**src/local_maximum_peak_selector_unit_assert.svh**
```systemverilog
// Assertion macros of the peak selector sequencer.
`ifndef LOCAL_MAXIMUM_PEAK_SELECTOR_UNIT_ASSERT_SVH
`define LOCAL_MAXIMUM_PEAK_SELECTOR_UNIT_ASSERT_SVH

// Consequent must hold in the same cycle as the antecedent.
`define LMPS_ASSERT_HOLDS(lbl, clk_s, rstn_s, ante, cons) \
    lbl: assert property (@(posedge clk_s) disable iff (!rstn_s) (ante) |-> (cons)) \
        else $error("lmps: same-cycle check violated");

// Consequent must hold in the cycle after the antecedent.
`define LMPS_ASSERT_NEXT(lbl, clk_s, rstn_s, ante, cons) \
    lbl: assert property (@(posedge clk_s) disable iff (!rstn_s) (ante) |=> (cons)) \
        else $error("lmps: next-cycle check violated");

`endif

```
**src/lmps_pkg.sv**
```systemverilog
// Package: constants, codes and types of the peak selector.
`timescale 1ns / 1ps
package lmps_pkg;

    localparam int MAX_SERIES = 1024;
    localparam int IDX_W      = $clog2(MAX_SERIES);
    localparam int POS_W      = 11;
    localparam int REACH_W    = 10;
    localparam int SCORE_W    = 32;
    localparam int PADDR_W    = 4;
    localparam int PDATA_W    = 32;

    // Opcodes of an input request
    localparam logic OP_LOAD = 1'b0;
    localparam logic OP_TEST = 1'b1;

    // Register indexes (paddr[3:2])
    localparam logic [1:0] REG_LEFT_REACH    = 2'd0;
    localparam logic [1:0] REG_RIGHT_REACH   = 2'd1;
    localparam logic [1:0] REG_SERIES_LENGTH = 2'd2;

    localparam logic [POS_W-1:0] SERIES_LENGTH_RST = POS_W'(1024);
    localparam logic [POS_W-1:0] MAX_SERIES_POS    = POS_W'(MAX_SERIES);

    typedef struct packed {
        logic [REACH_W-1:0] left_reach;
        logic [REACH_W-1:0] right_reach;
        logic [POS_W-1:0]   series_length;
    } cfg_t;

    typedef struct packed {
        logic               we;
        logic [IDX_W-1:0]   waddr;
        logic [SCORE_W-1:0] wdata;
        logic [IDX_W-1:0]   raddr;
    } mem_req_t;

    typedef enum logic [1:0] {
        ST_IDLE,
        ST_LATCH,
        ST_SCAN
    } state_t;

endpackage

```
**src/lmps_cfg.sv**
```systemverilog
// APB register block: reach and length settings.
`timescale 1ns / 1ps
module lmps_cfg
    import lmps_pkg::*;
(
    input  logic               clk,
    input  logic               rst_n,
    input  logic               psel,
    input  logic               penable,
    input  logic               pwrite,
    input  logic [PADDR_W-1:0] paddr,
    input  logic [PDATA_W-1:0] pwdata,
    output logic [PDATA_W-1:0] prdata,
    output logic               pready,
    output cfg_t               cfg
);

    cfg_t       cfg_reg;
    cfg_t       cfg_next;
    logic       wr_en;
    logic [1:0] reg_idx;

    assign pready  = 1'b1;
    assign wr_en   = psel && penable && pwrite;
    assign reg_idx = paddr[3:2];
    assign cfg     = cfg_reg;

    always_comb
    begin
        cfg_next = cfg_reg;
        if (wr_en)
        begin
            unique case (reg_idx)
                REG_LEFT_REACH:    cfg_next.left_reach    = pwdata[REACH_W-1:0];
                REG_RIGHT_REACH:   cfg_next.right_reach   = pwdata[REACH_W-1:0];
                REG_SERIES_LENGTH: cfg_next.series_length = pwdata[POS_W-1:0];
                default:           cfg_next = cfg_reg;
            endcase
        end
    end

    always_comb
    begin
        unique case (reg_idx)
            REG_LEFT_REACH:    prdata = PDATA_W'(cfg_reg.left_reach);
            REG_RIGHT_REACH:   prdata = PDATA_W'(cfg_reg.right_reach);
            REG_SERIES_LENGTH: prdata = PDATA_W'(cfg_reg.series_length);
            default:           prdata = '0;
        endcase
    end

    always_ff @(posedge clk or negedge rst_n)
    begin
        if (!rst_n)
        begin
            cfg_reg.left_reach    <= '0;
            cfg_reg.right_reach   <= '0;
            cfg_reg.series_length <= SERIES_LENGTH_RST;
        end
        else
        begin
            cfg_reg <= cfg_next;
        end
    end

endmodule

```
**config.mk**
```make
export PLATFORM = sky130hd
export DESIGN_NAME = lmps_cfg
export DESIGN_NICKNAME = d
export VERILOG_FILES = /design/src/local_maximum_peak_selector_unit_assert.svh /design/src/lmps_pkg.sv /design/src/lmps_cfg.sv
export SDC_FILE = /design/constraint.sdc
export NUM_CORES = 1
export LEC_CHECK = 0
export BUFFER_PORTS_ARGS = -buffer_cell sky130_fd_sc_hd__buf_2
export CORE_MARGIN = 2
export CORE_UTILIZATION = 38
export DETAILED_ROUTE_END_ITERATION = 6
export PLACE_DENSITY = 0.75
export SYNTH_ARGS = -nofsm -noshare
export SYNTH_HDL_FRONTEND = slang
export SYNTH_SLANG_ARGS = --single-unit
```
**constraint.sdc**
```tcl
create_clock -name clk -period 1 [get_ports clk]
set_clock_uncertainty 0.2 [all_clocks]
set_input_delay 0.05 -clock clk [delete_from_list [all_inputs] [get_ports clk]]
set_output_delay 0.05 -clock clk [all_outputs]
set_load 0.05 [all_outputs]
```
# After elaboration in Yosys (flattened, before gate mapping)

Cells that the tools add are included.
W data, S select, Z words.

Reductions and logical operators: 6
Mux-type cells: 1
Eq/ne operators: 2

Operator list:

| operator             | number |
|---|---|
| $pmux W11 S3         | 1 |
| $reduce_and A2 Y1    | 3 |
| $eq A2 B1 Y1 const B | 1 |
| $eq A2 B2 Y1 const B | 1 |
| $logic_and A1 B1 Y1  | 2 |
| $logic_not A2 Y1     | 1 |

Bits in registers: 31
Word-level logic and storage cells: 12
Input port bits: 41

# Depth between registers and ports, before layout

Gate-level depths: netlist of the first run.

Depth after elaboration: 3
Mapped depth: 5

# Least setup slack after synthesis of the first run

No wires, ideal clock.

Path type: register -> output
From: register cfg_reg (netlist bit cfg[0])
To: output prdata[0]
Path slack: -1.109 ns
Buffers on the path: 0
Data arrival time: 1.859 ns
Stages on the path, launching flop included: 3
Cell sequence: dfrtp_1 -> mux2i_1 -> o21ai_0

Longest elaborated chain between the ends: 1

RTL lines:

| element                | RTL line       | source |
|---|---|---|
| start, declared        | lmps_cfg.sv:18 | `cfg_t cfg_reg;` |
| start signal, assigned | lmps_cfg.sv:62 | `cfg_reg <= cfg_next;` |
| $pmux W11 S3           | lmps_cfg.sv:44 | `unique case (reg_idx)` |
| end, declared          | lmps_cfg.sv:13 | `output logic [PDATA_W-1:0] prdata,` |

No other way between the ends.

# Final worst setup path of the first run

From: register cfg_reg (netlist bit cfg[10])
To: output prdata[10]

The elaborated chain is that of the path after synthesis.

==> results.txt, run 1 <==
antenna violations before repair = 0
worst setup margin = -406.6 ps
post-synthesis instance total = 128
Worst setup SP type = flip-flop
Clock Sinks = 31
clock root buffer = clkbuf_8
max-slew violation count = 0
CP arrival = 1160 ps
worst setup path class = flip-flop to output pin
CTS buffer count = 5
Avg Cell Area, Syn = 12.68 µm²
Pwr per Cell Area = 2316 nW/µm²
Clock Power Share = 14.8%
# DRC = 0
synth unique cells = 18
sw frac = 42.42%
ANT cells = 0
status = finished with violations
Die H = 69.35 µm
Seq/Total Area, Yosys = 47.88%
final wirelength = 4973 µm
ratio of cells with drive above 1 in the final layout = 80.34%
final hold violations = 31
Period Utilization, post-route = 140.7%
vias per cell = 4.810
final RePlAce weighted congestion = 0.7539
core footprint = 4058 µm²
Switching Power = 3.140 mW
Fmax = 0.7109 GHz
I/O pin count = 105
Starting Density = 39.99%
Hold WS = -164.8 ps
area delta synth->final = 96.92%
Post-DP Area = 2420 µm²
combinational share of power = 58.7%
total power = 7.402 mW
most frequent cells in the layout = buf_6 (50), mux2_4 (28), buf_8 (26)
number of synthesized register bits = 31
utilization after layout = 78.75%
hold crit path type = input port to flip-flop
Skew-Pair Late Insertion Delay = 280 ps
VDD IR-drop max = 1.471 mV
first-pass GRT wire length = 7672 µm
commonest non-fill, non-tap cell in the layout = buf_6
dpl hpwl = 2987 µm
maxcap violations = 0
Crit. End Element = output pin
nets = 274
failing checks = hold timing, setup timing
number of I/O port buffers = 59
DP Cell Count = 271
row count = 23
# setup viols final = 73
Cell Count, Final, Fillers Out = 284
LEAKAGE = 1.474 nW
Final ANT Viol Nets = 0
number of global-route vias before repair = 1433
Mapped Area = 1623 µm²
DRT Pass-1 Iters = 4
overall routing resource usage = 20.65%
Tmin final = 1407 ps
Req. time, crit path = 750 ps
global route total overflow = 0
sequential share of power = 26.5%
RSZ-0062 raised after global routing = yes
CTS tree = done
vias = 1366
initial DRC count = 30
design area = 3196 µm²
internal power = 4.262 mW
setup TNS = -13730 ps
drt wl/cell = 17.51 µm
Syn. warnings = 0
crit path max fanout = 2
worst-case clock buffer depth = 2
Die ar. = 4809 µm²
max FFs per register = 31
depth of the CTS H-tree = 2
Die X = 69.35 µm
clock transition at the registers of the reported paths = 60 ps
largest net degree at the start of global routing = 19
==> path summary, 6_finish.rpt <==
check	slack (ps)	cells after the start	endpoint	start
worst min-delay path	-160	2	cfg[20]$_DFFE_PN0P_	pwdata[9]
worst max register to register	-150	2	cfg[9]$_DFFE_PN0P_	cfg[9]$_DFFE_PN0P_
max in group asynchronous	180	3	cfg[10]$_DFFE_PN1P_	rst_n
worst max-delay path	-410	2	prdata[10]	cfg[10]$_DFFE_PN1P_
min in group asynchronous	-40	2	cfg[17]$_DFFE_PN0P_	rst_n
worst min register to register	370	1	cfg[16]$_DFFE_PN0P_	cfg[16]$_DFFE_PN0P_
==> routing by layer <==
layer  track usage [%]  up-vias  wire, µm
li1                  -      602         -
met1             23.06      688      1877
met2             38.46       72      2719
met3             6.541        4       337
met4             3.922        0        38
met5                 0        -         0
==> kinds of logic after synthesis <==
group | Yosys count | share of synthesized area [%]
flops | 31 | 47.88
simple gates | 16 | 5.861
buf+inv | 28 | 12.72
mux | 41 | 29.99
other cells | 2 | 0.4628
compound gates | 10 | 3.084
==> power groups by stage <==
stage | combinational [mW] | clock (mW) | sequential, mW
floorplan | 1.25 | 0 | 2.86
global placement | 3.16 | 0 | 1.79
detailed placement | 3.19 | 0 | 1.79
CTS | 4.22 | 1.12 | 1.89
global route | 4.49 | 1.19 | 1.99
finish | 4.35 | 1.09 | 1.96
==> timing repair <==
| item | 4_1_cts | 5_1_grt |
|---|---|---|
| gates resized for setup | 156 | 14 |
| setup buffers | 3 | 2 |
| hold endpoints to repair | 62 | 34 |
| pin swaps | 3 | 2 |
| setup endpoints to repair | 73 | 73 |
| hold buffers | 3 | 1 |
==> critical path, stage by stage, from the launching register on <==
cell     delay (ps)
dfstp_2         530
and3b_2         200
buf_8           140
==> area by class of cell <==
class	count	area, µm²
clock buffers	8	100.1
multi-input cells	89	1036
well taps	50	62.56
flip-flops and latches	31	803.3
repair buffers	106	1194
fillers	215	862.1
==> synth_stat cells <==
| cell | count | share of area [%] |
|---|---|---|
| mux2_4 | 10 | 9.3 |
| nand2_1 | 10 | 2.3 |
| dfstp_2 | 1 | 1.6 |
| mux2i_1 | 10 | 6.2 |
| buf_2 | 3 | 0.92 |
| clkbuf_1 | 1 | 0.23 |
| or3b_1 | 1 | 0.54 |
| dfrtp_1 | 30 | 46 |
| nor3b_1 | 1 | 0.46 |
| and3b_1 | 1 | 0.54 |
| conb_1 | 2 | 0.46 |
| nor2b_1 | 1 | 0.39 |
| nor3_4 | 1 | 1.0 |
| o21ai_0 | 10 | 3.1 |
| nand3_2 | 1 | 0.62 |
| buf_6 | 2 | 1.4 |
| buf_4 | 22 | 10 |
| mux2_2 | 21 | 15 |
==> per-stage QoR <==
stage / worst slack (ps) / hold WS (ps)
5_1_grt: -425.9 / -169.8
4_1_cts: -405.5 / -178.2
6_report: -406.6 / -164.8
3_3_place_gp: -412.6 / -280.4
3_5_place_dp: -425.6 / -277.4
2_1_floorplan: -313.9 / -445.6
Note: power is estimated with default switching activity, not from simulation.
==> run 2, diff against run 1 <==
Settings changed: MAX_ROUTING_LAYER set to met4.
==> run 2 against run 1 <==
Net effect:
- sequential power about the same
- the run still ends with hold timing, setup timing left
- count of clock-buffer cells in the layout unchanged
- largest cell class unchanged
- fmax about the same
==> results.txt, run 2 (synthesis results as in run 1) <==
status = finished with violations (unchanged)
failing checks = hold timing, setup timing (unchanged)
critical-path cell list = and3b_2 -> buf_8 (unchanged)
Clock Power Share = 14.8% (about the same)
Period Utilization, post-route = 140.7% (about the same)
sequential share of power = 26.5% (about the same)
Tmin final = 1407 ps (about the same)
dpl hpwl = 2987 µm (unchanged)
maximum single-stage delay on the critical path = 530 ps (about the same)
vias = 1358 (was 1366)
worst hold path depth = 2 (unchanged)
internal power = 4.262 mW (about the same)
depth of the CTS H-tree = 2 (unchanged)
final wirelength = 4997 µm (was 4973 µm)
ANT cells = 0 (unchanged)
Fmax = 0.7109 GHz (about the same)
VDD IR-drop max = 1.472 mV (was 1.471 mV)
max FFs per register = 31 (unchanged)
hold crit path type = input port to flip-flop (unchanged)
Hold Path End = cfg[20]$_DFFE_PN0P_ (unchanged)
# DRC = 0 (unchanged)
FF-to-FF Start = cfg[9]$_DFFE_PN0P_ (unchanged)
clock transition at the registers of the reported paths = 60 ps (about the same)
DRT Pass-1 Iters = 4 (unchanged)
LEAKAGE = 1.474 nW (unchanged)
Switching Power = 3.141 mW (was 3.140 mW)
number of I/O port buffers = 59 (unchanged)
Die ar. = 4809 µm² (unchanged)
Hold WS = -166.0 ps (was -164.8 ps)
worst-case clock buffer depth = 2 (unchanged)
slowest stage cell on the critical path = dfstp_2 (unchanged)
CP arrival = 1160 ps (about the same)
combinational share of power = 58.7% (about the same)
design area = 3196 µm² (unchanged)
vias per cell = 4.782 (was 4.810)
nets = 274 (unchanged)
CTS tree = done (unchanged)
Reg2Reg Setup Slack = -150 ps (about the same)
CTS buffer count = 5 (unchanged)
final hold violations = 31 (unchanged)
number of global-route vias before repair = 1425 (was 1433)
antenna violations before repair = 0 (unchanged)
row count = 23 (unchanged)
sw frac = 42.43% (was 42.42%)
initial DRC count = 43 (was 30)
Worst setup SP type = flip-flop (unchanged)
ratio of cells with drive above 1 in the final layout = 80.34% (unchanged)
Starting Density = 39.99% (unchanged)
Worst Hold Launch = pwdata[9] (unchanged)
maxcap violations = 0 (unchanged)
largest net degree at the start of global routing = 19 (unchanged)
Crit. End Element = output pin (unchanged)
drt wl/cell = 17.60 µm (was 17.51 µm)
max-slew violation count = 0 (unchanged)
area delta synth->final = 96.92% (unchanged)
RSZ-0062 raised after global routing = yes (unchanged)
crit path max fanout = 2 (unchanged)
core footprint = 4058 µm² (unchanged)
Req. time, crit path = 750 ps (about the same)
commonest non-fill, non-tap cell in the layout = buf_6 (unchanged)
final RePlAce weighted congestion = 0.7636 (was 0.7539)
Reg-to-Reg End = cfg[9]$_DFFE_PN0P_ (unchanged)
cells on worst reg2reg path = 2 (unchanged)
Cell Count, Final, Fillers Out = 284 (unchanged)
worst setup path class = flip-flop to output pin (unchanged)
global route total overflow = 0 (unchanged)
first-pass GRT wire length = 7686 µm (was 7672 µm)
# setup viols final = 73 (unchanged)
Die X = 69.35 µm (unchanged)
overall routing resource usage = 21.31% (was 20.65%)
I/O pin count = 105 (unchanged)
most frequent cells in the layout = buf_6 (50), mux2_4 (28), buf_8 (26) (unchanged)
Skew-Pair Late Insertion Delay = 280 ps (about the same)
Pwr per Cell Area = 2317 nW/µm² (was 2316 nW/µm²)
clock root buffer = clkbuf_8 (unchanged)
Clock Sinks = 31 (unchanged)
worst setup margin = -406.8 ps (was -406.6 ps)
Post-DP Area = 2420 µm² (unchanged)
DP Cell Count = 271 (unchanged)
Die H = 69.35 µm (unchanged)
Final ANT Viol Nets = 0 (unchanged)
==> run 2: cell counts in the layout (fill, tap and decap cells not counted) <==
No cell type changed its count.
==> run 2: final cells by class <==
class                   count  area, µm²
clock buffers               8      100.1
well taps                  50      62.56
fillers                   215      862.1
multi-input cells          89       1036
flip-flops and latches     31      803.3
repair buffers            106       1194
==> run 2: per-stage QoR <==
| step | TNS [ps] | utilization (%) | setup WS (ps) | hold slack, ps | power (mW) |
|---|---|---|---|---|---|
| after floorplan | -10280 | - | -313.9 | -445.6 | 4.111 |
| after CTS | -13170 | 76.35 | -405.5 | -178.2 | 7.223 |
| after detailed placement | -15760 | 59.64 | -425.6 | -277.4 | 4.987 |
| after global placement | -15410 | 59.64 | -412.6 | -280.4 | 4.954 |
| final | -13720 | 78.75 | -406.8 | -166.0 | 7.403 |
| after global routing | -15230 | 78.75 | -425.9 | -169.7 | 7.664 |
==> run 2: repair_timing <==
action                     in CTS  in global routing
buffers inserted                3                  2
hold buffers                    3                  1
hold endpoints to repair       62                 34
pin swaps                       3                  2
resized for setup             156                 14
setup endpoints to repair      73                 73
==> run 2: worst max-delay path: cells and delay by family (launching register included) <==
kind,cells,cell delay [ps]
DFF,1,530
and+or+nand+nor,1,200
buffers and inverters,1,140
==> run 2: how the worst max path moves through the flow <==
stage                        startpoint  depth (start not counted)                   to
floorplan           cfg[10]$_DFFE_PN1P_                          1           prdata[10]
global placement                 pwrite                          5  cfg[12]$_DFFE_PN0P_
detailed placement               pwrite                          5  cfg[19]$_DFFE_PN0P_
CTS                 cfg[10]$_DFFE_PN1P_                          2           prdata[10]
global route        cfg[10]$_DFFE_PN1P_                          2           prdata[10]
finish              cfg[10]$_DFFE_PN1P_                          2           prdata[10]
==> run 2: layer usage <==
metal,vias up,global-route usage (%),wire (µm)
met2,73,38.57,2719
li1,603,-,-
met5,-,-,0
met3,4,5.378,301
met4,0,3.922,38
met1,678,23.90,1938
==> run 2: power by group through the flow <==
stage               clock network (mW)  logic [mW]  registers, mW
floorplan                            0        1.25           2.86
global placement                     0        3.16           1.79
detailed placement                   0        3.19           1.79
CTS                               1.12        4.22           1.89
global route                      1.19        4.49           1.99
finish                            1.09        4.35           1.96
==> run 3, diff against run 2 <==
Settings changed: ABC_AREA set to 1, TNS_END_PERCENT set to 20.
==> run 3 against run 2 <==
Net effect:
- the run still ends with hold timing, setup timing left
- setup slack improved by 63 ps
- sequential power fell by 8%
- fmax rose by 4.7%
- count of clock-buffer cells in the layout fell by 3
- core utilization fell by 8.5 points
- sequential cell count did not move
- die area fell by 1.5%
- combinational power fell by 29%
- first-iteration DRC count rose by 77%
- global-route usage rose by 1.6 points
- largest power group unchanged
==> results.txt, run 3 <==
clock transition at the registers of the reported paths = 70 ps (was 60 ps)
Fillers = 305 (was 215)
setup TNS = -8485 ps (was -13720 ps)
crit path max fanout = 2 (unchanged)
status = finished with violations (unchanged)
ANT cells = 0 (unchanged)
commonest non-fill, non-tap cell in the layout = nand2_1 (was buf_6)
Post-DP Area = 2232 µm² (was 2420 µm²)
# DRC = 0 (unchanged)
Synth area leaders = dfrtp_1 (47%), nand2_1 (30%), buf_4 (10%), nand3_1 (3.1%), dfstp_2 (1.6%) (was dfrtp_1 (46%), mux2_2 (15%), buf_4 (10%), mux2_4 (9.3%), mux2i_1 (6.2%))
failing checks = hold timing, setup timing (unchanged)
Top Metal Used = met4 (unchanged)
CTS buffer count = 5 (unchanged)
DRT Pass-1 Iters = 4 (unchanged)
I/O pin count = 105 (unchanged)
Period Utilization, post-route = 134.4% (was 140.7%)
CP arrival = 1090 ps (was 1160 ps)
Crit. End Element = output pin (unchanged)
most common cell in the synthesized netlist = nand2_1 (was dfrtp_1)
CTS tree = done (unchanged)
Setup Slack @ Placement = -215.8 ps (was -425.6 ps)
core footprint = 4029 µm² (was 4058 µm²)
Mapped Area = 1597 µm² (was 1623 µm²)
number of global-route vias before repair = 1689 (was 1425)
ys flop type = dfrtp_1 (unchanged)
Clock Sinks = 31 (unchanged)
Post-synth EDFFs = 0 (unchanged)
Avg Cell Area, Syn = 7.495 µm² (was 12.68 µm²)
Fmax = 0.7442 GHz (was 0.7109 GHz)
antenna violations before repair = 0 (unchanged)
DR WL met2 = 2605 µm (was 2719 µm)
Die ar. = 4736 µm² (was 4809 µm²)
multi-input combinational cell area = 850.8 µm² (was 1036 µm²)
FF/Latch Area = 803.3 µm² (unchanged)
most frequent cells in the layout = nand2_1 (105), buf_6 (39), buf_4 (37) (was buf_6 (50), mux2_4 (28), buf_8 (26))
Skew-Pair Late Insertion Delay = 280 ps (about the same)
Yosys top cell area share = 47.02% (was 46.26%)
Req. time, crit path = 750 ps (about the same)
dpl hpwl = 3307 µm (was 2987 µm)
vias = 1673 (was 1358)
Reg-to-Reg End = cfg[10]$_DFFE_PN1P_ (was cfg[9]$_DFFE_PN0P_)
area delta synth->final = 77.27% (was 96.92%)
clock root buffer = clkbuf_8 (unchanged)
cells on worst reg2reg path = 3 (was 2)
worst-case clock buffer depth = 2 (unchanged)
final hold violations = 5 (was 31)
number of synthesized register bits = 31 (unchanged)
Syn. warnings = 0 (unchanged)
hold crit path type = input port to async pin (was input port to flip-flop)
row count = 23 (unchanged)
Die X = 68.82 µm (was 69.35 µm)
largest net degree at the start of global routing = 22 (was 19)
synth unique cells = 15 (was 18)
Worst setup SP type = flip-flop (unchanged)
Final ANT Viol Nets = 0 (unchanged)
maxcap violations = 0 (unchanged)
depth of the CTS H-tree = 2 (unchanged)
worst setup path class = flip-flop to output pin (unchanged)
nets = 364 (was 274)
global route total overflow = 0 (unchanged)
Reg2Reg Setup Slack = 0 ps (was -150 ps)
ratio of cells with drive above 1 in the final layout = 52.47% (was 80.34%)
initial DRC count = 76 (was 43)
drt wl/cell = 12.96 µm (was 17.60 µm)
final wirelength = 4846 µm (was 4997 µm)
slowest stage cell on the critical path = dfstp_2 (unchanged)
# setup viols final = 42 (was 73)
Synth area leader = dfrtp_1 (unchanged)
Seq/Total Area, Yosys = 48.67% (was 47.88%)
VDD IR-drop max = 1.175 mV (was 1.472 mV)
Hold WS = -5.264 ps (was -166.0 ps)
worst setup margin = -343.6 ps (was -406.8 ps)
overall routing resource usage = 22.88% (was 21.31%)
vias per cell = 4.473 (was 4.782)
first-pass GRT wire length = 7527 µm (was 7686 µm)
Metal-1 WL = 1978 µm (was 1938 µm)
design area = 2830 µm² (was 3196 µm²)
Die H = 68.82 µm (was 69.35 µm)
RSZ-0062 raised after global routing = yes (unchanged)
critical-path cell list = inv_2 -> nor2_4 -> buf_6 (was and3b_2 -> buf_8)
FF-to-FF Start = cfg[10]$_DFFE_PN1P_ (was cfg[9]$_DFFE_PN0P_)
number of I/O port buffers = 59 (unchanged)
max FFs per register = 31 (unchanged)
max-slew violation count = 0 (unchanged)
ys async rst share = 100.0% (unchanged)
Tmin final = 1344 ps (was 1407 ps)
maximum single-stage delay on the critical path = 540 ps (was 530 ps)
Starting Density = 39.63% (was 39.99%)
LEAKAGE = 1.551 nW (was 1.474 nW)
final RePlAce weighted congestion = 0.7754 (was 0.7636)
met3 WL = 224 µm (was 301 µm)
post-synthesis instance total = 213 (was 128)
Pwr per Cell Area = 2071 nW/µm² (was 2317 nW/µm²)
Synth top cells by count = nand2_1 (128), dfrtp_1 (30), buf_4 (22) (was dfrtp_1 (30), buf_4 (22), mux2_2 (21))
-- run 3: cell count changes in the layout (fill, tap and decap cells not counted), sizes merged, moves of 3 or more --
cell         delta
nand2         +120
mux2           -31
mux2i          -10
nand3          +10
o21ai          -10
dlygate4sd3     +8
inv             +6
nor2            +6
buf             -4
clkbuf          -3
clkinv          +3
-- run 3: worst max path at each step --
stage	cells past startpoint	start	to	slack (ps)
floorplan	2	cfg[10]$_DFFE_PN1P_	prdata[10]	-270
detailed placement	8	paddr[3]	prdata[9]	-220
global route	3	cfg[10]$_DFFE_PN1P_	prdata[10]	-390
global placement	8	paddr[2]	prdata[1]	-200
CTS	3	cfg[10]$_DFFE_PN1P_	prdata[10]	-350
finish	3	cfg[10]$_DFFE_PN1P_	prdata[10]	-340
-- run 3: area by class of cell --
class / count / share of cell area (%)
timing repair buffer: 110 / 35.59
inverter: 6 / 0.7958
sequential: 31 / 28.38
tap: 50 / 2.210
clock inverter: 3 / 0.5305
clock buffer: 5 / 2.431
multi-input combinational: 169 / 30.06
-- run 3: kinds of logic (layout without fill, tap and decap cells) --
group | Yosys count | count (layout) | share of synthesized area [%]
buffers and inverters | 33 | 124 | 13.87
flip-flops | 31 | 31 | 48.67
other | 2 | 22 | 0.4704
AND/OR/NAND/NOR | 147 | 147 | 36.99
-- run 3: power by group --
group | switching [mW] | total [mW] | leakage, nW | internal (mW)
combinational | 1.96 | 3.11 | 1.14 | 1.16
sequential | 0.245 | 1.80 | 0.365 | 1.55
clock | 0.477 | 0.952 | 0.0477 | 0.475
-- run 3: critical path: cells and delay by family, from the launching register on --
kind | cells | cell delay, ps
buf+inv | 2 | 200
flops | 1 | 540
simple gates | 1 | 70
-- run 3: per-stage QoR --
stage               std cells  power, mW  util, %
floorplan                 233      3.609        -
global placement          340      4.161    55.40
detailed placement        340      4.201    55.40
CTS                       366      5.750    68.20
global route              374      6.142    70.25
finish                    374      5.862    70.25
-- run 3: timing repair --
item | in CTS | in global routing
hold buffers | 12 | 0
gates resized for setup | 85 | 6
endpoints found under the hold margin | 62 | 0
pin swaps | 0 | 9
buffers inserted | 6 | 8
endpoints found under the setup margin | 42 | 55
-- run 3: metal layers --
metal / vias to the layer above / global-route usage [%]
met5: - / -
met4: 0 / 5.392
met3: 6 / 6.169
met2: 51 / 41.83
met1: 798 / 24.59
li1: 818 / -
