**config.mk**
```make
export PLATFORM = sky130hd
export DESIGN_NAME = lmps_scan_flat
export DESIGN_NICKNAME = d
export VERILOG_FILES = /design/src/lmps_pkg.sv /design/src/lmps_if.sv /design/src/lmps_scan.sv /design/src/flat_wrapper.sv
export VERILOG_INCLUDE_DIRS = /design/src /design/src/src
export SDC_FILE = /design/constraint.sdc
export NUM_CORES = 1
export LEC_CHECK = 0
export ABC_AREA = 1
export BUFFER_PORTS_ARGS = -buffer_cell sky130_fd_sc_hd__buf_4
export CAP_MARGIN = 30
export CORE_ASPECT_RATIO = 1.75
export CORE_MARGIN = 2
export CORE_UTILIZATION = 58
export DETAILED_ROUTE_END_ITERATION = 10
export PLACE_DENSITY = 0.87
export SYNTH_ARGS = -nofsm -noshare
export SYNTH_HDL_FRONTEND = slang
export SYNTH_SLANG_ARGS = --single-unit
```
**constraint.sdc**
```tcl
create_clock -name clk -period 4.6 [get_ports clk]
set_input_delay 0.23 -clock clk [delete_from_list [all_inputs] [get_ports clk]]
set_output_delay 0.23 -clock clk [all_outputs]
set_load 0.05 [all_outputs]
```
**src/local_maximum_peak_selector_unit_assert.svh**
```systemverilog
// Assertion macros of the peak selector sequencer.
`ifndef LOCAL_MAXIMUM_PEAK_SELECTOR_UNIT_ASSERT_SVH
`define LOCAL_MAXIMUM_PEAK_SELECTOR_UNIT_ASSERT_SVH

// Consequent must hold in the same cycle as the antecedent.
`define LMPS_ASSERT_HOLDS(lbl, clk_s, rstn_s, ante, cons) \
    lbl: assert property (@(posedge clk_s) disable iff (!rstn_s) (ante) |-> (cons)) \
        else $error("lmps: same-cycle check violated");

// Consequent must hold in the cycle after the antecedent.
`define LMPS_ASSERT_NEXT(lbl, clk_s, rstn_s, ante, cons) \
    lbl: assert property (@(posedge clk_s) disable iff (!rstn_s) (ante) |=> (cons)) \
        else $error("lmps: next-cycle check violated");

`endif

```
**src/lmps_pkg.sv**
```systemverilog
// Package: constants, codes and types of the peak selector.
`timescale 1ns / 1ps
package lmps_pkg;

    localparam int MAX_SERIES = 1024;
    localparam int IDX_W      = $clog2(MAX_SERIES);
    localparam int POS_W      = 11;
    localparam int REACH_W    = 10;
    localparam int SCORE_W    = 32;
    localparam int PADDR_W    = 4;
    localparam int PDATA_W    = 32;

    // Opcodes of an input request
    localparam logic OP_LOAD = 1'b0;
    localparam logic OP_TEST = 1'b1;

    // Register indexes (paddr[3:2])
    localparam logic [1:0] REG_LEFT_REACH    = 2'd0;
    localparam logic [1:0] REG_RIGHT_REACH   = 2'd1;
    localparam logic [1:0] REG_SERIES_LENGTH = 2'd2;

    localparam logic [POS_W-1:0] SERIES_LENGTH_RST = POS_W'(1024);
    localparam logic [POS_W-1:0] MAX_SERIES_POS    = POS_W'(MAX_SERIES);

    typedef struct packed {
        logic [REACH_W-1:0] left_reach;
        logic [REACH_W-1:0] right_reach;
        logic [POS_W-1:0]   series_length;
    } cfg_t;

    typedef struct packed {
        logic               we;
        logic [IDX_W-1:0]   waddr;
        logic [SCORE_W-1:0] wdata;
        logic [IDX_W-1:0]   raddr;
    } mem_req_t;

    typedef enum logic [1:0] {
        ST_IDLE,
        ST_LATCH,
        ST_SCAN
    } state_t;

endpackage

```
**src/lmps_if.sv**
```systemverilog
// Request and result channel interfaces of the peak selector.
`timescale 1ns / 1ps
interface lmps_in_if
    import lmps_pkg::*;
();
    logic                      valid;
    logic                      ready;
    logic                      op;
    logic [IDX_W-1:0]          load_index;
    logic signed [SCORE_W-1:0] score_value;
    logic [POS_W-1:0]          candidate_position;

    modport source (
        output valid, op, load_index, score_value, candidate_position,
        input  ready
    );
    modport sink (
        input  valid, op, load_index, score_value, candidate_position,
        output ready
    );
endinterface

interface lmps_out_if
    import lmps_pkg::*;
();
    logic             valid;
    logic             ready;
    logic [POS_W-1:0] tested_position;
    logic             accepted;
    logic             out_of_range;

    modport source (
        output valid, tested_position, accepted, out_of_range,
        input  ready
    );
    modport sink (
        input  valid, tested_position, accepted, out_of_range,
        output ready
    );
endinterface

```
**src/lmps_scan.sv**
```systemverilog
// Sequencer and shared compare unit: loads scores, scans candidate windows.
`timescale 1ns / 1ps
`include "local_maximum_peak_selector_unit_assert.svh"
module lmps_scan
    import lmps_pkg::*;
(
    input  logic               clk,
    input  logic               rst_n,
    input  cfg_t               cfg,
    lmps_in_if.sink            in_ch,
    lmps_out_if.source         out_ch,
    output mem_req_t           mem_req,
    input  logic [SCORE_W-1:0] rd_data
);

    state_t             state_reg, state_next;
    logic [POS_W-1:0]   k_reg, k_next;
    logic [POS_W-1:0]   lo_reg, lo_next;
    logic [POS_W-1:0]   hi_reg, hi_next;
    logic [POS_W-1:0]   issue_p_reg, issue_p_next;
    logic [SCORE_W-1:0] pivot_reg, pivot_next;
    logic               out_vld_reg, out_vld_next;
    logic [POS_W-1:0]   out_pos_reg, out_pos_next;
    logic               out_acc_reg, out_acc_next;
    logic               out_oor_reg, out_oor_next;

    logic               in_ready;
    logic               in_acc;
    logic [POS_W-1:0]   len_eff;
    logic [POS_W-1:0]   k_in;
    logic [POS_W-1:0]   k_in_m1;
    logic [POS_W-1:0]   win_lo;
    logic [POS_W-1:0]   win_sum;
    logic [POS_W-1:0]   win_hi;
    logic               cand_oor;
    logic               greater;
    logic [POS_W-1:0]   lo_m1;
    logic [POS_W-1:0]   issue_m1;

    assign len_eff  = (cfg.series_length > MAX_SERIES_POS) ? MAX_SERIES_POS
                                                           : cfg.series_length;
    assign k_in     = in_ch.candidate_position;
    assign k_in_m1  = k_in - POS_W'(1);
    assign cand_oor = (k_in == '0) || (k_in > len_eff);
    assign win_lo   = (k_in > POS_W'(cfg.left_reach)) ? k_in - POS_W'(cfg.left_reach)
                                                      : POS_W'(1);
    assign win_sum  = k_in + POS_W'(cfg.right_reach);
    assign win_hi   = (win_sum > len_eff) ? len_eff : win_sum;
    assign lo_m1    = lo_reg - POS_W'(1);
    assign issue_m1 = issue_p_reg - POS_W'(1);

    // shared compare unit: stored score against the pivot
    assign greater  = $signed(rd_data) > $signed(pivot_reg);

    assign in_ready = (state_reg == ST_IDLE) && (!out_vld_reg || out_ch.ready);
    assign in_acc   = in_ch.valid && in_ready;
    assign in_ch.ready = in_ready;

    assign out_ch.valid           = out_vld_reg;
    assign out_ch.tested_position = out_pos_reg;
    assign out_ch.accepted        = out_acc_reg;
    assign out_ch.out_of_range    = out_oor_reg;

    always_comb
    begin
        state_next    = state_reg;
        k_next        = k_reg;
        lo_next       = lo_reg;
        hi_next       = hi_reg;
        issue_p_next  = issue_p_reg;
        pivot_next    = pivot_reg;
        out_vld_next  = out_vld_reg && !out_ch.ready;
        out_pos_next  = out_pos_reg;
        out_acc_next  = out_acc_reg;
        out_oor_next  = out_oor_reg;
        mem_req.we    = 1'b0;
        mem_req.waddr = in_ch.load_index;
        mem_req.wdata = in_ch.score_value;
        mem_req.raddr = k_in_m1[IDX_W-1:0];

        unique case (state_reg)
            ST_IDLE:
            begin
                if (in_acc)
                begin
                    if (in_ch.op == OP_LOAD)
                    begin
                        mem_req.we = ({1'b0, in_ch.load_index} < (IDX_W + 1)'(MAX_SERIES));
                    end
                    else if (cand_oor)
                    begin
                        out_vld_next = 1'b1;
                        out_pos_next = k_in;
                        out_acc_next = 1'b0;
                        out_oor_next = 1'b1;
                    end
                    else
                    begin
                        // pivot read is issued this cycle
                        k_next     = k_in;
                        lo_next    = win_lo;
                        hi_next    = win_hi;
                        state_next = ST_LATCH;
                    end
                end
            end
            ST_LATCH:
            begin
                pivot_next    = rd_data;
                mem_req.raddr = lo_m1[IDX_W-1:0];
                issue_p_next  = lo_reg + POS_W'(1);
                state_next    = ST_SCAN;
            end
            ST_SCAN:
            begin
                mem_req.raddr = issue_m1[IDX_W-1:0];
                if (greater || (issue_p_reg > hi_reg))
                begin
                    out_vld_next = 1'b1;
                    out_pos_next = k_reg;
                    out_acc_next = !greater;
                    out_oor_next = 1'b0;
                    state_next   = ST_IDLE;
                end
                else
                begin
                    issue_p_next = issue_p_reg + POS_W'(1);
                end
            end
            default:
            begin
                state_next = ST_IDLE;
            end
        endcase
    end

    always_ff @(posedge clk or negedge rst_n)
    begin
        if (!rst_n)
        begin
            state_reg   <= ST_IDLE;
            out_vld_reg <= 1'b0;
        end
        else
        begin
            state_reg   <= state_next;
            out_vld_reg <= out_vld_next;
        end
    end

    always_ff @(posedge clk)
    begin
        k_reg       <= k_next;
        lo_reg      <= lo_next;
        hi_reg      <= hi_next;
        issue_p_reg <= issue_p_next;
        pivot_reg   <= pivot_next;
        out_pos_reg <= out_pos_next;
        out_acc_reg <= out_acc_next;
        out_oor_reg <= out_oor_next;
    end

    `LMPS_ASSERT_HOLDS(window_holds_pivot_a, clk, rst_n, state_reg != ST_IDLE, lo_reg <= k_reg && k_reg <= hi_reg && lo_reg != '0)
    `LMPS_ASSERT_HOLDS(scan_ptr_in_window_a, clk, rst_n, state_reg == ST_SCAN, issue_p_reg > lo_reg && issue_p_reg <= hi_reg + POS_W'(1))
    `LMPS_ASSERT_NEXT(scan_end_posts_result_a, clk, rst_n, state_reg == ST_SCAN && state_next == ST_IDLE, out_vld_reg && !out_oor_reg && out_pos_reg == $past(k_reg))
    `LMPS_ASSERT_HOLDS(accept_only_in_range_a, clk, rst_n, out_vld_reg && out_acc_reg, !out_oor_reg && out_pos_reg != '0)

endmodule

```
**src/flat_wrapper.sv**
```systemverilog
// flat-port wrapper written by rule: the top's interface ports become plain ports
module lmps_scan_flat import lmps_pkg::*;
  (clk, rst_n, cfg, mem_req, rd_data, in_ch_valid, in_ch_op, in_ch_load_index, in_ch_score_value, in_ch_candidate_position, in_ch_ready, out_ch_valid, out_ch_tested_position, out_ch_accepted, out_ch_out_of_range, out_ch_ready);
  lmps_in_if in_ch_i ();
  lmps_out_if out_ch_i ();
  input  logic clk;
  input  logic rst_n;
  input  cfg_t cfg;
  output mem_req_t mem_req;
  input  logic [SCORE_W-1:0] rd_data;
  input wire logic [$bits(in_ch_i.valid)-1:0] in_ch_valid;
  input wire logic [$bits(in_ch_i.op)-1:0] in_ch_op;
  input wire logic [$bits(in_ch_i.load_index)-1:0] in_ch_load_index;
  input wire logic [$bits(in_ch_i.score_value)-1:0] in_ch_score_value;
  input wire logic [$bits(in_ch_i.candidate_position)-1:0] in_ch_candidate_position;
  output wire logic [$bits(in_ch_i.ready)-1:0] in_ch_ready;
  output wire logic [$bits(out_ch_i.valid)-1:0] out_ch_valid;
  output wire logic [$bits(out_ch_i.tested_position)-1:0] out_ch_tested_position;
  output wire logic [$bits(out_ch_i.accepted)-1:0] out_ch_accepted;
  output wire logic [$bits(out_ch_i.out_of_range)-1:0] out_ch_out_of_range;
  input wire logic [$bits(out_ch_i.ready)-1:0] out_ch_ready;
  assign in_ch_i.valid = in_ch_valid;
  assign in_ch_i.op = in_ch_op;
  assign in_ch_i.load_index = in_ch_load_index;
  assign in_ch_i.score_value = in_ch_score_value;
  assign in_ch_i.candidate_position = in_ch_candidate_position;
  assign in_ch_ready = in_ch_i.ready;
  assign out_ch_valid = out_ch_i.valid;
  assign out_ch_tested_position = out_ch_i.tested_position;
  assign out_ch_accepted = out_ch_i.accepted;
  assign out_ch_out_of_range = out_ch_i.out_of_range;
  assign out_ch_i.ready = out_ch_ready;
  lmps_scan u_core (.clk(clk), .rst_n(rst_n), .cfg(cfg), .in_ch(in_ch_i), .out_ch(out_ch_i), .mem_req(mem_req), .rd_data(rd_data));
endmodule
```
* After elaboration in Yosys (flattened, before gate mapping)
Cells that the tools add are included.
Operators by class: $add $sub $neg 7, $lt $le $gt $ge 6, eq/ne operators 8, muxes and demuxes 33, bitwise logic cells 1, reductions and logical operators 17
Operator list (number):
- $mux 11 | 7
- $pmux 11 s2 | 2
- $gt 11x11->1 | 3
- $gt 32x32->1 | 1
- $sub 10x1->10 const B | 3
- $add 11x1->11 const B | 2
- $pmux 10 s2 | 1
- $mux 1 | 15
- $add 11x10->11 | 1
- $gt 11x10->1 | 1
- $gt 11x11->1 const B | 1
- $logic_not 11->1 | 1
- $sub 11x10->11 | 1
- $mux 2 | 4
- $reduce_and 4->1 | 2
- $ne 2x1->1 const B | 3
- $ne 2x2->1 const B | 3
- $pmux 1 s2 | 3
- $pmux 2 s3 | 1
- $reduce_and 5->1 | 1
- $reduce_bool 2->1 | 2
- $logic_and 1x1->1 | 3
- $logic_not 1->1 | 3
- $logic_or 1x1->1 | 3
- other kinds (5) | 5
Storage, ports and cells: bits in registers 92, input bits 121, output and inout bits 68, logic and storage cells 82

* Longest topological paths before layout
Gate-level depths: netlist of the first run.
depth after elaboration 8, mapped depth 23, mapped depth without buffers 22

* Least setup slack after synthesis of the first run
Ideal clock, no wire load.
path type reg2reg, start point reg u_core.state_reg[0], end point reg u_core.hi_reg[0] (enable), setup time 0.419 ns, data arrival time 3.066 ns, data required time 4.181 ns, setup slack 1.115 ns, cell stages (with the launch flop) 7, path buffers 0, clock period less this slack 3.485 ns, path through dfrtp_1 -> inv_1 -> ha_1 -> inv_1 -> nor2_1 -> nand2_1 -> nor3_2
On the way: longest elaborated chain between the ends 4
RTL lines:
- start, declared | RTL line lmps_scan.sv:16 | state_t state_reg, state_next;
- start signal, assigned | RTL line lmps_scan.sv:146 | state_reg <= state_next;
- $logic_not 2->1 | RTL line lmps_scan.sv:55 | assign in_ready = (state_reg == ST_IDLE) && (!out_vld_reg || out_ch.ready);
- $logic_and 1x1->1 | RTL line lmps_scan.sv:55
- net in_ch_ready | RTL line flat_wrapper.sv:16 | output wire logic [$bits(in_ch_i.ready)-1:0] in_ch_ready;
- $logic_and 1x1->1 | RTL line lmps_scan.sv:56 | assign in_acc = in_ch.valid && in_ready;
- $reduce_and 4->1 (no line)
- end signal, assigned | RTL line lmps_scan.sv:155 | hi_reg <= hi_next;
- end, declared | RTL line lmps_scan.sv:19 | logic [POS_W-1:0] hi_reg, hi_next;
The timed path passes the listed nets, and every way through them passes these cells. A chain may end at the register's enable or synchronous reset.

* Worst setup path after layout of the first run
start point in in_ch_candidate_position[0], end point reg u_core.hi_reg[6], data pin
On the way: longest elaborated chain between the ends 3
RTL lines:
- start, declared | RTL line flat_wrapper.sv:15 | input wire logic [$bits(in_ch_i.candidate_position)-1:0] in_ch_candidate_position;
- $add 11x10->11 * | RTL line lmps_scan.sv:47 | assign win_sum = k_in + POS_W'(cfg.right_reach);
- $gt 11x11->1 | RTL line lmps_scan.sv:48 | assign win_hi = (win_sum > len_eff) ? len_eff : win_sum;
- $mux 11 * | RTL line lmps_scan.sv:48
- net u_core.win_hi[6] | RTL line lmps_scan.sv:34 | logic [POS_W-1:0] win_hi;
The timed path passes the listed nets; every way through them passes the cells marked *.

==> run summary, run 1 <==
==================================================================================
Status                                                                finished clean
YS warnings                                                                      0
Maximum clock frequency                                                  0.305 GHz
Crit. End Element                                                        flip-flop
Area of the core region                                                  11900 µm²
CTS Root Cell                                                         sky130_fd_sc_hd__clkbuf_16
Share of the cycle needed by the critical path after routing                 71.3%
Sequence of cells on the critical path                                buf_4 > ha_1 > fa_1 > a21oi_2 > o21ai_2 > nand2_1 > nand2_1 > a21oi_1 > nand2_1 > and2_1 > ha_1 > nand2_1 > nor2_1 > nand3_1 > and3_1 > inv_1 > nand2_1 > nand2_1 > o21ai_0
Initial DRC Count                                                              248
Setup repair after global routing missed its margin                             no
Input/output buffers                                                           104
Dpl cell area                                                             7620 µm²
FFs w/ async S/R, synth                                                      3.26%
Number of flops mapped to enable cells by yosys                                 89
Worst hold margin                                                        0.0780 ns
Nets                                                                          1071
Final total power                                                          3.81 mW
Net count of the mapped netlist                                               1004
Number of buffer and inverter stages on the critical path                        2
Power density normalized to cell area                                   482 nW/µm²
Netlist cell types                                                              46
Library cell appearing most often on the critical path                sky130_fd_sc_hd__nand2_1
Total negative slack                                                          0 ns
Library cell occupying the most area in the post-synthesis netlist    sky130_fd_sc_hd__edfxtp_1
Combinational fraction of design power                                       50.8%
Buffers inserted by post-CTS timing repair                                       0
Most common cell after layout, fill and taps aside                    sky130_fd_sc_hd__nand2_1
Number of levels in the clock H-tree                                             3
Clock Latency Late Sink                                                    0.34 ns
Filler cell count in the final layout                                          936
Antenna violations before repair                                                 0
Worst clock skew                                                        0.00753 ns
Int Pwr                                                                    2.11 mW
Number of synthesized register bits                                             92
Max clock buf depth                                                              2
Max FFs per register                                                            32
Psw                                                                        1.70 mW
Crit-path max cell delay                                                   0.44 ns
Cts bufs inserted                                                                9
Synthesized instance count                                                     791
Leading cell types in the layout, fill and taps excluded              166 x sky130_fd_sc_hd__nand2_1, 124 x sky130_fd_sc_hd__inv_1, 107 x sky130_fd_sc_hd__buf_4
Sequential group share of total power                                        31.3%
Wire length of the first global-routing pass                              24500 µm
Post-placement setup slack                                                 1.01 ns
Per-instance average area after synthesis                                 8.86 µm²
HPWL after DPL                                                            12500 µm
Count of unresolved DRC violations after routing                                 0
Number of primary I/O pins                                                     189
Min Tclk post-route                                                        3.28 ns
DR WL/cell                                                                 15.4 µm
Critical path launch point type                                          input pin
Number of sinks handled by clock tree synthesis                                 92
Total via count in the routed design                                          5518
Width of the die                                                           87.1 µm
Register area share after synthesis                                          39.2%
Number of global-route vias before repair                                     5567
Required time reported for the critical path endpoint                      4.66 ns
Total leakage power                                                        3.79 nW
Clock-pin slew on the worst setup and hold paths                           0.06 ns
Hold crit path type                                                         in2reg
1st-pass router iterations                                                       5
Family of cells with the greatest summed delay on the critical path   simple AND/OR/NAND/NOR gates
Total track usage                                                            24.2%
Final-report hold violation count                                                0
Data arrival time of the critical path                                     3.34 ns
Final number of setup-violating endpoints                                        0
CP max FO                                                                       20
Area share of the largest cell type after synthesis                          38.1%
Initial cell density of the core                                             58.7%
Layout-stage area growth over the synthesis result                           12.7%
Max-Slew Margin vs Limit                                                     37.2%
Global placer's final weighted congestion                                    0.899
Max Slew Vio Count                                                               0
Cell Area, Synth                                                          7010 µm²
Floorplan die height                                                        149 µm
Final Instance Area                                                       7900 µm²
Final standard cell utilization of the core                                  66.2%
Pin count of the biggest net entering global routing                            41
Max IR drop VDD                                                          0.00105 V
Number of maximum-capacitance violations                                         0
Switching power share of the total                                           44.6%
Share of total power in the clock network                                    17.9%
Die Outline Area                                                         13000 µm²
Number of standard cells in the final layout excluding fillers                1000
Standard-cell row count                                                         53
Cell types with the largest area share after synthesis                sky130_fd_sc_hd__edfxtp_1 38%, sky130_fd_sc_hd__ha_1 16%, sky130_fd_sc_hd__nand2_1 8.9%
Overflow left after global routing                                               0
Fraction of final layout cells with drive strength greater than 1            18.9%
Worst Setup Slack, final                                                   1.32 ns
Worst Max-Slew Pin Slew                                                   0.942 ns
Most used flip-flop cell after synthesis                              sky130_fd_sc_hd__edfxtp_1
Number of vias per cell after detailed routing                                5.52
Highest-delay cell along the critical path                            sky130_fd_sc_hd__fa_1
# diodes                                                                         0
Routed Antenna Nets                                                              0
Clock tree from TritonCTS                                                    built
Total length of routed wires                                              15400 µm
Path type of the worst setup path                                           in2reg
Inst Count DP                                                                  983
==================================================================================
[synthesized netlist by cell type (all sizes together), types with 3 or more instances]
library cell / count
dfrtp: 3
nand3: 31
nor3b: 3
nor4: 4
o2111ai: 4
ha: 90
o21ai: 46
edfxtp: 89
nor2: 45
a21oi: 49
o211ai: 3
nor3: 9
buf: 50
xnor2: 6
nand2: 175
o31ai: 3
xor2: 22
inv: 126
nand4: 11
[cell type report]
type | count | area [µm²] | area share [%]
clock buffer | 9 | 225 | 2.85
clock inverter | 7 | 48.8 | 0.617
inverter | 127 | 482 | 6.10
multi-input combinational | 520 | 3410 | 43.2
sequential | 92 | 2750 | 34.8
tap | 137 | 171 | 2.17
timing repair buffer | 108 | 813 | 10.3
[worst paths after layout]
kind	end	depth (start not counted)	slack [ns]	from
min	u_core.pivot_reg[0]	1	0.08	rd_data[0]
max in group asynchronous	u_core.state_reg[0]	2	4.29	rst_n
max	u_core.hi_reg[6]	19	1.32	in_ch_candidate_position[0]
max reg2reg	u_core.issue_p_reg[10]	13	1.84	u_core.state_reg[0]
min in group asynchronous	u_core.out_ch.valid	2	0.22	rst_n
min reg2reg	u_core.state_reg[1]	2	0.51	u_core.state_reg[1]
[cells by family (layout without fill, tap and decap cells)]
kind of cell	Yosys count	in the layout	synth area share [%]
buf+inv	179	251	12.2
fa+ha+maj	92	92	16.6
mux	1	1	0.143
simple gates	284	284	18.9
xor+xnor	28	28	3.50
flops	92	92	39.2
compound gates	115	115	9.40
[repair_timing]
action / CTS / global route
hold buffers: 1 / 0
hold endpoints to repair: 3 / 0
resized for setup: 0 / 0
[power groups by stage]
| stage | Sequential [mW] | Clock (mW) | Combinational [mW] |
|---|---|---|---|
| global route | 1.20 | 0.733 | 2.11 |
| detailed placement | 1.21 | 0 | 1.92 |
| finish | 1.19 | 0.682 | 1.93 |
| CTS | 1.19 | 0.696 | 1.93 |
| floorplan | 1.26 | 0 | 1.44 |
| global placement | 1.21 | 0 | 1.89 |
[per-layer routing]
| metal | GRT usage (%) | wire, µm | up-vias | share of wire [%] |
|---|---|---|---|---|
| li1 | - | - | 2737 | - |
| met1 | 23.6 | 5380 | 2514 | 35 |
| met2 | 45.2 | 8280 | 209 | 54 |
| met3 | 4.58 | 842 | 58 | 5.5 |
| met4 | 15.2 | 901 | 0 | 5.8 |
| met5 | 0 | 0 | - | 0 |
Power figures use the tool's default switching activity.
==> run 2, diff against run 1 <==
--- a/config.mk
+++ b/config.mk
@@ -6,14 +6,14 @@
 export SDC_FILE = /design/constraint.sdc
 export NUM_CORES = 1
 export LEC_CHECK = 0
-export ABC_AREA = 1
+export ABC_AREA = 0
 export BUFFER_PORTS_ARGS = -buffer_cell sky130_fd_sc_hd__buf_4
 export CAP_MARGIN = 30
 export CORE_ASPECT_RATIO = 1.75
 export CORE_MARGIN = 2
-export CORE_UTILIZATION = 58
+export CORE_UTILIZATION = 54
 export DETAILED_ROUTE_END_ITERATION = 10
-export PLACE_DENSITY = 0.87
+export PLACE_DENSITY = 0.82
 export SYNTH_ARGS = -nofsm -noshare
 export SYNTH_HDL_FRONTEND = slang
 export SYNTH_SLANG_ARGS = --single-unit
==> constraint.sdc (replaced) <==
create_clock -name clk -period 3.1 [get_ports clk]
set_input_delay 0.155 -clock clk [delete_from_list [all_inputs] [get_ports clk]]
set_output_delay 0.155 -clock clk [all_outputs]
set_load 0.05 [all_outputs]
==> run summary, run 2 <==
=================================================================================
Share of the cycle needed by the critical path after routing                 101%
Worst clock skew                                                       0.00861 ns
Number of vias per cell after detailed routing                               5.70
Clock-pin slew on the worst setup and hold paths                          0.06 ns
Cell Area, Synth                                                         6720 µm²
Filler cell count in the final layout                                         867
Total track usage                                                           25.8%
Worst Max-Slew Pin Slew                                                  0.662 ns
Max-Slew Margin vs Limit                                                    55.4%
Setup repair after global routing missed its margin                           yes
Power density normalized to cell area                                  741 nW/µm²
Total length of routed wires                                             16800 µm
Initial DRC Count                                                             317
Final number of setup-violating endpoints                                      10
Share of total power in the clock network                                   18.5%
Initial cell density of the core                                            55.7%
Overflow left after global routing                                              0
Cts bufs inserted                                                               9
Status                                                               finished, violations left
Width of the die                                                          88.3 µm
Required time reported for the critical path endpoint                     3.19 ns
Combinational fraction of design power                                      52.8%
Number of global-route vias before repair                                    5671
Int Pwr                                                                   3.59 mW
Footprint of the multi-input gates                                       3470 µm²
Net count of the mapped netlist                                               855
Die Outline Area                                                        13400 µm²
Maximum clock frequency                                                 0.318 GHz
1st-pass router iterations                                                      5
Final standard cell utilization of the core                                 69.8%
Data arrival time of the critical path                                    3.23 ns
Number of flops mapped to enable cells by yosys                                89
Hold crit path type                                                        in2reg
Library cell occupying the most area in the post-synthesis netlist   sky130_fd_sc_hd__edfxtp_1
Pin count of the biggest net entering global routing                           44
Routed Antenna Nets                                                             0
Register area                                                            2750 µm²
Number of sinks handled by clock tree synthesis                                92
Global placer's final weighted congestion                                   0.922
Number of synthesized register bits                                            92
Most common library cells after synthesis                            90 x sky130_fd_sc_hd__ha_1, 89 x sky130_fd_sc_hd__edfxtp_1, 79 x sky130_fd_sc_hd__inv_1
Worst hold margin                                                       0.0110 ns
Final-report hold violation count                                               0
Floorplan die height                                                       152 µm
Max FFs per register                                                           32
Violations in the final reports                                      setup timing
Max clock buf depth                                                             2
Most common cell after layout, fill and taps aside                   sky130_fd_sc_hd__buf_4
Min Tclk post-route                                                       3.14 ns
Inst Count DP                                                                 881
Synthesized instance count                                                    642
Most frequent cell after synthesis                                   sky130_fd_sc_hd__ha_1
Psw                                                                       2.65 mW
Standard-cell row count                                                        53
Area of the core region                                                 12100 µm²
Nets                                                                          977
Number of levels in the clock H-tree                                            3
FFs w/ async S/R, synth                                                     3.26%
Cell types with the largest area share after synthesis               sky130_fd_sc_hd__edfxtp_1 40%, sky130_fd_sc_hd__ha_1 17%, sky130_fd_sc_hd__buf_4 4.7%
Dpl cell area                                                            7630 µm²
Number of standard cells in the final layout excluding fillers                934
Worst Setup Slack, final                                               -0.0409 ns
Wire length of the first global-routing pass                             26500 µm
Count of unresolved DRC violations after routing                                0
Fraction of final layout cells with drive strength greater than 1           25.4%
Clock tree from TritonCTS                                                   built
Path type of the worst setup path                                          in2reg
Max IR drop VDD                                                        0.000933 V
Number of primary I/O pins                                                    189
Most used flip-flop cell after synthesis                             sky130_fd_sc_hd__edfxtp_1
HPWL after DPL                                                           12700 µm
Critical path launch point type                                         input pin
Total via count in the routed design                                         5328
Netlist cell types                                                             52
Antenna violations before repair                                                0
Number of maximum-capacitance violations                                        0
Total leakage power                                                       3.66 nW
Switching power share of the total                                          42.4%
Layout-stage area growth over the synthesis result                          25.4%
CP max FO                                                                       5
CTS Root Cell                                                        sky130_fd_sc_hd__clkbuf_16
Per-instance average area after synthesis                                10.5 µm²
YS warnings                                                                     0
Leading cell types in the layout, fill and taps excluded             127 x sky130_fd_sc_hd__buf_4, 89 x sky130_fd_sc_hd__edfxtp_1, 86 x sky130_fd_sc_hd__ha_1
Max Slew Vio Count                                                              0
Area share of the largest cell type after synthesis                         39.8%
Final total power                                                         6.24 mW
Crit. End Element                                                       flip-flop
Input/output buffers                                                          104
Register area share after synthesis                                         40.9%
# diodes                                                                        0
DR WL/cell                                                                18.0 µm
Sequential group share of total power                                       28.7%
Final Instance Area                                                      8420 µm²
Clock Latency Late Sink                                                   0.34 ns
=================================================================================
run 2: changes by cell type after synthesis, sizes merged, moves of 8 or more:
cell / previous run / this run
nand2: 175 / 30
inv: 126 / 79
nor2b: 0 / 24
nand3: 31 / 9
mux2: 0 / 19
o21ai: 46 / 27
xnor2: 6 / 21
a21oi: 49 / 35
nor2: 45 / 32
xor2: 22 / 11
a22oi: 0 / 10
a21o: 2 / 10
o21a: 2 / 10
run 2: final timing paths:
| check | start | endpoint | cells after the start | slack [ns] |
|---|---|---|---|---|
| hold reg to reg | u_core.k_reg[2] | u_core.out_ch.tested_position[2] | 1 | 0.56 |
| setup / recovery | in_ch_candidate_position[0] | u_core.hi_reg[3] | 18 | -0.04 |
| max in group asynchronous | rst_n | u_core.out_ch.valid | 2 | 2.85 |
| hold / removal | rd_data[13] | u_core.pivot_reg[13] | 1 | 0.01 |
| min in group asynchronous | rst_n | u_core.state_reg[1] | 2 | 0.15 |
| setup reg to reg | u_core.pivot_reg[27] | u_core.out_ch.tested_position[3] | 9 | 0.34 |
run 2: final cells by class:
type / instances / area share [%]
Timing Repair Buffer: 164 / 16.4
Sequential cell: 92 / 32.6
Clock buffer: 9 / 2.67
Clock inverter: 7 / 1.07
Tap cell: 165 / 2.45
Inverter: 79 / 3.52
Multi-Input combinational cell: 418 / 41.2
run 2: critical path, stage by stage:
cell                       delay [ns]
sky130_fd_sc_hd__buf_8           0.10
sky130_fd_sc_hd__ha_4            0.15
sky130_fd_sc_hd__fa_2            0.34
sky130_fd_sc_hd__a21oi_2         0.14
sky130_fd_sc_hd__nor2b_1         0.06
sky130_fd_sc_hd__o21a_1          0.19
sky130_fd_sc_hd__o21ai_2         0.14
sky130_fd_sc_hd__a21oi_2         0.08
sky130_fd_sc_hd__a31oi_1         0.18
sky130_fd_sc_hd__xnor2_1         0.11
sky130_fd_sc_hd__ha_1            0.31
sky130_fd_sc_hd__nand4_1         0.15
sky130_fd_sc_hd__a221oi_2        0.26
sky130_fd_sc_hd__a211oi_2        0.10
sky130_fd_sc_hd__a41oi_4         0.21
sky130_fd_sc_hd__buf_12          0.13
sky130_fd_sc_hd__buf_8           0.11
sky130_fd_sc_hd__mux2_4          0.29
run 2: kinds of logic after synthesis:
family                   Yosys count  synth area share [%]
XOR/XNOR                          32                  4.17
AND/OR/NAND/NOR                  138                  10.4
flip-flops                        92                  40.9
adder cells (fa/ha/maj)           92                  17.4
buffers and inverters            132                  9.91
multiplexers                      26                  4.23
AO/OA/AOI/OAI                    130                  13.0
run 2: through the flow:
stage | setup TNS [ns] | setup WS, ns
5_1_grt | -1.30 | -0.141
6_report | -0.335 | -0.0409
3_5_place_dp | -4.46 | -0.448
4_1_cts | -0.531 | -0.0616
2_1_floorplan | -0.687 | -0.0811
3_3_place_gp | -3.20 | -0.324
run 2: layer usage:
layer	GRT usage [%]	share of wire, %	vias up
li1	-	-	2516
met3	3.79	3.9	68
met1	26.0	36	2528
met2	47.7	54	216
met5	0	0	-
met4	16.6	6.2	0
run 2: what timing repair did:
item                                   CTS  global route
resized for setup                       18             6
setup endpoints to repair               11            14
endpoints found under the hold margin   31             0
hold buffers                            29             0
pin swaps                               10             5
buffers inserted                         5             3
run 2: power by group through the flow:
| stage | logic (mW) | clock network, mW | registers (mW) |
|---|---|---|---|
| finish | 3.29 | 1.15 | 1.79 |
| global placement | 2.96 | 0 | 1.81 |
| CTS | 3.19 | 1.17 | 1.79 |
| global route | 3.55 | 1.21 | 1.81 |
| floorplan | 2.21 | 0 | 1.87 |
| detailed placement | 3.05 | 0 | 1.82 |
==> run 3, diff against run 2 <==
--- a/config.mk
+++ b/config.mk
@@ -11,9 +11,10 @@
 export CAP_MARGIN = 30
 export CORE_ASPECT_RATIO = 1.75
 export CORE_MARGIN = 2
-export CORE_UTILIZATION = 54
+export CORE_UTILIZATION = 50
 export DETAILED_ROUTE_END_ITERATION = 10
-export PLACE_DENSITY = 0.82
+export PLACE_DENSITY = 0.77
+export RECOVER_POWER = 100
 export SYNTH_ARGS = -nofsm -noshare
 export SYNTH_HDL_FRONTEND = slang
 export SYNTH_SLANG_ARGS = --single-unit
==> run summary, run 3 (synthesis results as in run 2) <==
================================================================================
Total track usage                                                          25.1%
Maximum clock frequency                                                0.323 GHz
Setup slack of the most critical reg-to-reg path                         0.46 ns
HPWL after DPL                                                          13400 µm
Clock tree from TritonCTS                                                  built
Floorplan die height                                                      157 µm
Max layer used                                                              met4
Routed length on met3                                                     957 µm
Path type of the worst setup path                                         in2reg
CP max FO                                                                     10
Min Tclk post-route                                                      3.10 ns
Post-placement setup slack                                             -0.412 ns
Hold crit path type                                                       in2reg
Sequence of cells on the critical path                              buf_8 > ha_4 > fa_2 > a21oi_2 > nor2b_2 > o21a_1 > o21ai_2 > a21oi_2 > a31oi_1 > xnor2_1 > ha_1 > nand4_1 > a221oi_2 > a211oi_2 > a41oi_4 > buf_12 > mux2_2
Die Outline Area                                                       14400 µm²
Total via count in the routed design                                        5361
CTS Root Cell                                                       sky130_fd_sc_hd__clkbuf_16
Layout-stage area growth over the synthesis result                         22.5%
Max-Slew Margin vs Limit                                                   42.7%
Sum of met2 wire segment lengths after detailed routing                  9190 µm
Critical R2R Capture                                                u_core.out_ch.out_of_range
Input/output buffers                                                         104
Crit-path max cell delay                                                 0.37 ns
Required time reported for the critical path endpoint                    3.20 ns
Number of sinks handled by clock tree synthesis                               92
Width of the die                                                         91.6 µm
Most common cell after layout, fill and taps aside                  sky130_fd_sc_hd__edfxtp_1
Max IR drop VDD                                                        0.00163 V
Clock Latency Late Sink                                                  0.35 ns
Fraction of final layout cells with drive strength greater than 1          19.3%
Critical path launch point type                                        input pin
Power density normalized to cell area                                 739 nW/µm²
Setup repair after global routing missed its margin                          yes
Max Slew Vio Count                                                             0
Standard-cell row count                                                       56
Pin count of the biggest net entering global routing                          37
Number of levels in the clock H-tree                                           3
Status                                                              finished, violations left
Global placer's final weighted congestion                                  0.924
Worst clock skew                                                       0.0107 ns
Leading cell types in the layout, fill and taps excluded            89 x sky130_fd_sc_hd__edfxtp_1, 87 x sky130_fd_sc_hd__ha_1, 79 x sky130_fd_sc_hd__inv_1
Highest-delay cell along the critical path                          sky130_fd_sc_hd__fa_2
Worst hold margin                                                       0.125 ns
Area of the core region                                                13200 µm²
Crit. End Element                                                      flip-flop
Count of unresolved DRC violations after routing                               0
Initial DRC Count                                                            299
Number of primary I/O pins                                                   189
Cts bufs inserted                                                              9
Number of maximum-capacitance violations                                       0
Antenna violations before repair                                               0
# diodes                                                                       0
Total leakage power                                                      3.47 nW
Data arrival time of the critical path                                   3.20 ns
Library cell appearing most often on the critical path              sky130_fd_sc_hd__a21oi_2
1st-pass router iterations                                                     5
Total length of routed wires                                            17400 µm
Overflow left after global routing                                             0
Hold path start                                                     in_ch_candidate_position[0]
Final number of setup-violating endpoints                                      1
Reg-to-Reg Start                                                    u_core.pivot_reg[15]
Final-report hold violation count                                              0
Worst Max-Slew Pin Slew                                                 0.860 ns
Number of global-route vias before repair                                   5725
DR WL/cell                                                               18.2 µm
Max FFs per register                                                          32
Met1 routed wirelength after detailed routing                            6180 µm
Number of vias per cell after detailed routing                              5.61
Share of the cycle needed by the critical path after routing                100%
Wire length of the first global-routing pass                            27900 µm
Violations in the final reports                                     setup timing
Max clock buf depth                                                            2
Routed Antenna Nets                                                            0
Clock-pin slew on the worst setup and hold paths                         0.07 ns
Sink of the worst hold path                                         u_core.k_reg[0]
Logic depth of the worst register-to-register path                            10
Number of cells traversed by the worst hold path                               2
Worst Setup Slack, final                                            -0.000289 ns
Initial cell density of the core                                           50.7%
Nets                                                                         989
================================================================================
## run 3: metrics by stage
step	power, mW	setup TNS, ns	util [%]	instance area [µm²]	instances
5_1_grt	6.41	-1.48	62.1	8230	955
2_1_floorplan	4.08	-0.687	-	6810	642
3_3_place_gp	4.81	-3.41	58.0	7680	896
4_1_cts	6.12	-0.308	63.4	8400	956
6_report	6.08	-0.000289	62.1	8230	955
3_5_place_dp	4.91	-4.06	58.0	7680	896
## run 3: area by class of cell
class                   instances  area (µm²)
well taps                     174         218
repair buffers                176        1240
clock inverters                 7        75.1
clock buffers                   9         225
fillers                      1091        5010
inverters                      79         297
flip-flops and latches         92        2750
multi-input cells             418        3430
## run 3: how the worst max path moves through the flow
stage | start | to | slack, ns | depth (start not counted)
after floorplan | in_ch_candidate_position[0] | u_core.hi_reg[2] | -0.08 | 15
after global placement | in_ch_candidate_position[0] | u_core.hi_reg[8] | -0.34 | 17
after detailed placement | in_ch_candidate_position[0] | u_core.hi_reg[9] | -0.41 | 17
after CTS | in_ch_candidate_position[0] | u_core.hi_reg[8] | -0.05 | 17
after global routing | in_ch_candidate_position[0] | u_core.hi_reg[4] | -0.16 | 17
final | in_ch_candidate_position[0] | u_core.hi_reg[4] | -0.0003 | 17
## run 3: metal layers
layer | track usage [%] | up-vias
met1 | 25.2 | 2512
li1 | - | 2544
met4 | 16.7 | 0
met3 | 5.46 | 69
met5 | 0 | -
met2 | 45.9 | 236
## run 3: repair_timing
action,4_1_cts,5_1_grt
hold endpoints to repair,35,0
resized for setup,3,13
endpoints found under the setup margin,11,14
hold buffers,33,0
buffers inserted,11,0
pin swaps,1,2
## run 3: where the power goes
group          internal (mW)  leakage (nW)  switching [mW]
Clock                  0.574         0.145           0.538
Sequential              1.68         0.857           0.117
Combinational           1.15          2.47            2.02
## run 3: worst max-delay path: cells and delay by family
kind                       cells  cell delay (ns)
adders and majority gates      3             0.85
buffers and inverters          2             0.26
and+or+nand+nor                2             0.19
xor gates and xnor gates       1             0.13
muxes                          1             0.33
AOI/OAI and AO/OA              8             1.29
